`src/design/assert_macros.svh`:
```
// ----------------------------------------------------------------------------
// assert_macros.svh
// Concurrent assertion shorthands used by stack_pattern_removal.
// ----------------------------------------------------------------------------
`ifndef ASSERT_MACROS_SVH
`define ASSERT_MACROS_SVH

// Same-cycle implication, off while reset is held.
`define SPR_ASSERT_IMP(lbl, ck, rn, ante, cons, msg) \
  lbl: assert property (@(posedge ck) disable iff (!rn) (ante) |-> (cons)) \
    else $error(msg);

// Next-cycle implication, off while reset is held.
`define SPR_ASSERT_NXT(lbl, ck, rn, ante, cons, msg) \
  lbl: assert property (@(posedge ck) disable iff (!rn) (ante) |=> (cons)) \
    else $error(msg);

`endif

```
`src/design/spr_pkg.sv`:
```
// ----------------------------------------------------------------------------
// spr_pkg
// Shared types and constants of the stack pattern removal block.
// ----------------------------------------------------------------------------
`default_nettype none

package spr_pkg;

  localparam int BYTE_W    = 8;
  localparam int RIDX_W    = 12;
  localparam int DEPTH_W   = 13;
  localparam int LEN_W     = 5;
  localparam int PIDX_W    = 4;
  localparam int PAT_BYTES = 16;
  localparam int CFG_W     = 64;
  localparam int CFG_IDX_W = 2;

  // operation codes
  localparam logic OP_PUSH = 1'b0;
  localparam logic OP_READ = 1'b1;

  // register indexes
  localparam logic [CFG_IDX_W-1:0] CFG_PAT_LEN  = 2'd0;
  localparam logic [CFG_IDX_W-1:0] CFG_PAT_LOW  = 2'd1;
  localparam logic [CFG_IDX_W-1:0] CFG_PAT_HIGH = 2'd2;

  typedef struct packed {
    logic              op;
    logic [BYTE_W-1:0] byte_in;
    logic [RIDX_W-1:0] read_index;
  } in_word_t;

  typedef struct packed {
    logic [DEPTH_W-1:0] depth;
    logic               removed;
    logic [BYTE_W-1:0]  read_byte;
    logic               read_valid;
    logic               overflow;
  } out_word_t;

  // status from the pattern compare unit
  typedef struct packed {
    logic [LEN_W-1:0] len;
    logic             hit;
  } pat_stat_t;

  typedef enum logic [2:0] {
    ST_IDLE,
    ST_WRITE,
    ST_FETCH,
    ST_CMP,
    ST_RD,
    ST_RWAIT,
    ST_DONE
  } state_t;

endpackage

`default_nettype wire

```
`src/design/spr_pattern.sv`:
```
// ----------------------------------------------------------------------------
// spr_pattern
// Pattern registers and the shared byte compare unit.
// ----------------------------------------------------------------------------
`default_nettype none

module spr_pattern #(
  parameter int PATTERN_MAX = 16
) (
  input  wire logic                           clk,
  input  wire logic                           rst_n,
  input  wire logic                           cfg_we,
  input  wire logic [spr_pkg::CFG_IDX_W-1:0]  cfg_index,
  input  wire logic [spr_pkg::CFG_W-1:0]      cfg_wdata,
  input  wire logic [spr_pkg::PIDX_W-1:0]     idx,
  input  wire logic [spr_pkg::BYTE_W-1:0]     rdata,
  output      spr_pkg::pat_stat_t             stat
);

  localparam logic [spr_pkg::LEN_W-1:0] LenMax = spr_pkg::LEN_W'(PATTERN_MAX);

  logic [spr_pkg::LEN_W-1:0] len_r;
  logic [spr_pkg::CFG_W-1:0] low_r;
  logic [spr_pkg::CFG_W-1:0] high_r;
  logic [spr_pkg::PAT_BYTES-1:0][spr_pkg::BYTE_W-1:0] pat_bytes;

  always_ff @(posedge clk) begin
    if (!rst_n) begin
      len_r  <= spr_pkg::LEN_W'(1);
      low_r  <= '0;
      high_r <= '0;
    end else if (cfg_we) begin
      case (cfg_index)
        spr_pkg::CFG_PAT_LEN:  len_r  <= cfg_wdata[spr_pkg::LEN_W-1:0];
        spr_pkg::CFG_PAT_LOW:  low_r  <= cfg_wdata;
        spr_pkg::CFG_PAT_HIGH: high_r <= cfg_wdata;
        default: ;
      endcase
    end
  end

  assign pat_bytes = {high_r, low_r};

  // clamp long lengths, compare one stack byte against pattern byte idx
  assign stat.len = (len_r > LenMax) ? LenMax : len_r;
  assign stat.hit = (rdata == pat_bytes[idx]);

endmodule

`default_nettype wire
```
`config.mk`:
```
export PLATFORM = sky130hd
export DESIGN_NAME = spr_pattern
export DESIGN_NICKNAME = d
export VERILOG_FILES = /design/src/design/assert_macros.svh /design/src/design/spr_pkg.sv /design/src/design/spr_pattern.sv
export SDC_FILE = /design/constraint.sdc
export NUM_CORES = 1
export LEC_CHECK = 0
export BUFFER_PORTS_ARGS = -buffer_cell sky130_fd_sc_hd__buf_2
export CORE_MARGIN = 5
export CORE_UTILIZATION = 45
export DETAILED_ROUTE_END_ITERATION = 8
export PLACE_DENSITY = 0.78
export SYNTH_ARGS = -nofsm -noshare
export SYNTH_HDL_FRONTEND = slang
export SYNTH_SLANG_ARGS = --single-unit
export TNS_END_PERCENT = 1
```
`constraint.sdc`:
```
create_clock -name clk -period 1.95 [get_ports clk]
set_clock_uncertainty 0.15 [all_clocks]
set_input_delay 0.195 -clock clk [delete_from_list [all_inputs] [get_ports clk]]
set_output_delay 0.195 -clock clk [all_outputs]
set_load 0.05 [all_outputs]
```
==> metrics <==
Final #Nets 946; share of cells above drive strength 1 0.229; Area contributors post-synth dfxtp_1 43%, nand2_1 16%, a21boi_0 15%, mux2i_1 5.5%, mux4_2 4.7%; drt drc 0; Skew-Pair Late Insertion Delay 420 ps; Crit Path Class reg2out; gr usage total 0.221; vias in the first global route 5550; min-delay worst type in2reg; Seq cells post-synth ~130; Core Rows 43; Synth area leader dfxtp_1; most frequent cells in the layout 260 x nand2_1, 131 x dfxtp_1, 128 x a21boi_0; largest family of logic cells by synthesized area compound AO/OA/AOI/OAI gates; largest net degree at the start of global routing around 130; n_diodes 0; DR vias/cell 5.31; fin area 8400 sq um; main flop type after synthesis dfxtp_1; Mapped Nets between 700 and 800; via count 5619; Placed Cells 962; Longest Clk Path Bufs 2; post-synthesis adder-cell area fraction 0; Worst EP arrival 2400 ps; Synth Area in XOR/XNOR 0.0394; post-layout util 0.612; failing checks negative setup slack; Slew @ Worst Pin 506 ps; largest stage delay on the critical path 460 ps; flop-to-flop setup slack 1060 ps; GPL Wtd Cong 0.941; Seq/Total Area, Yosys 0.428; Routed Antenna Nets 0; Avg Cell Area, Syn 8.75 sq um; DRT iter0 DRCs 425; Post-synth EDFFs 0; Clock Sinks 133; WHS ~96 ps; placed cell area 7100 sq um; I/O Buffers 86; Worst Hold Path Cells 3; Area Overhead vs Synth 35.0%; share of flip-flops with an asynchronous set or reset 0; multiplexer share of the synthesized area 0.126; leakage power approximately 3.2 nW; period utilisation layout 1.41; total power per unit cell area 844 nW/um^2; CTS root buf clkbuf_16; setup bufs post-CTS 0; Worst Min Path Start rst_n; yosys warns 0; final hold vios 0; status complete, but fails checks; unrepaired setup endpoints after global routing yes; global-route wire length before repair 28.2 mm; Die Footprint around 16000 sq um; hold endpoint len_r[0]$_SDFFE_PN1P_; Final min period 2750 ps; average wire per standard cell 16.6 um; synth unique cells 40; Reg clk slew, reported paths 60 ps; Synth top area share 0.428; endpoints failing setup 1; worst IR drop on VDD around 590 uV; total power after layout 7.09 mW; max-cap violation count 0; Initial Util 0.454; initial antenna violation count 0; critical path launch point type flop; most common cell after layout, fill and taps aside nand2_1; fmax 364 MHz; Mapped Cells 711; TritonRoute pass-1 iters 4; Worst R2R Start high_r[51]$_SDFFE_PN0P_; Post-Route WL 17.5 mm; critical path's slowest cell mux4_2; critical path endpoint category output port; min setup slack post-route -800 ps; Bufs and invs on worst path 1; relative slew slack 0.663; post-route insts no fill 1058; Die H 128 um; Req. time, crit path 1600 ps; compound-cell area share of the yosys netlist 0.185; Simple-Gate Fraction of Synth Area 0.180; H-tree depth 4; Slew Limit Fails 0; delay-heaviest family, CP compound AO/OA/AOI/OAI gates; Final HPWL DP around 11 mm; R2R depth 2; TritonCTS clock tree built; Worst R2R End high_r[51]$_SDFFE_PN0P_; clock buffer count from CTS 17; Die X between 100 and 150 um; synthesized area about 6200 sq um; gr ovfl total 0; cells along the critical path mux4_2 > and2_4 > a211oi_2 > a21oi_2 > xor2_1 > a2111oi_4 > buf_6; critical path fanouts, max 2; Core Area about 14000 sq um; IO Pins 87
[state kept, by name, summed over array words and instances (netlist names)]
| register | count |
|---|---|
| high_r | 64 |
| len_r | 5 |
| low_r | 64 |
[what timing repair did]
action,4_1_cts,5_1_grt
pin swaps,3,0
hold buffers,64,0
setup endpoints to repair,1,1
hold endpoints to repair,133,0
resized for setup,8,0
[power breakdown]
part           switching (mW)  internal, mW
registers              0.0548          2.81
logic                   0.405         0.423
clock network            1.20          2.20
[per-stage QoR]
step	worst slack (ps)	TNS, ps
3_5_place_dp	-747	-747
3_3_place_gp	-717	-717
6_report	-800	-800
2_1_floorplan	-489	-489
4_1_cts	-792	-792
5_1_grt	-878	-878
[cells in the mapped netlist (2+ instances only)]
cell        n
o22ai_1     5
xnor2_1    14
mux2_2     11
nor2_1      3
nor2b_1     9
buf_6       4
a221oi_1    6
dfxtp_1   133
mux2i_1    34
nand2_1   260
buf_2       3
nand3_1     2
a21boi_0  128
xor2_1     14
a21oi_1     3
clkbuf_1   43
mux4_2     13
buf_1       3
a22oi_1     2
[logic make-up (layout without fill, tap and decap cells)]
group	after synthesis	count (layout)
and+or+nand+nor	283	283
DFF	133	133
AOI/OAI and AO/OA	152	152
buffers and inverters	56	223
muxes	59	59
xor gates and xnor gates	28	28
[how the worst max path moves through the flow]
stage                            from      end  cells after the start
2_1_floorplan                  idx[0]  stat[0]                      7
3_3_place_gp                   idx[0]  stat[0]                      8
3_5_place_dp                   idx[0]  stat[0]                      9
4_1_cts        low_r[47]$_SDFFE_PN0P_  stat[0]                      7
5_1_grt        low_r[61]$_SDFFE_PN0P_  stat[0]                      7
6_report       low_r[47]$_SDFFE_PN0P_  stat[0]                      7
[worst reg2reg max path, stage by stage (launching register included)]
cell and delay (ps):
dfxtp_1 330, nand2_1 70, a21boi_0 250
[layer usage]
| layer | global-route usage | up-vias | wire (um) |
|---|---|---|---|
| li1 | - | 2699 | - |
| met1 | 0.279 | 2651 | 7400 |
| met5 | 0 | - | 0 |
| met4 | 0.0811 | 0 | 413 |
| met3 | 0.0506 | 36 | 1150 |
| met2 | 0.372 | 233 | 8590 |
[cell type report]
type	count	area [sq um]
clock inverters	13	178
well taps	180	225
multi-input cells	522	3370
inverters	1	3.75
clock buffers	19	453
flip-flops and latches	133	2670
fillers	1151	5320
repair buffers	190	1500
(Power assumes the default switching activity.)
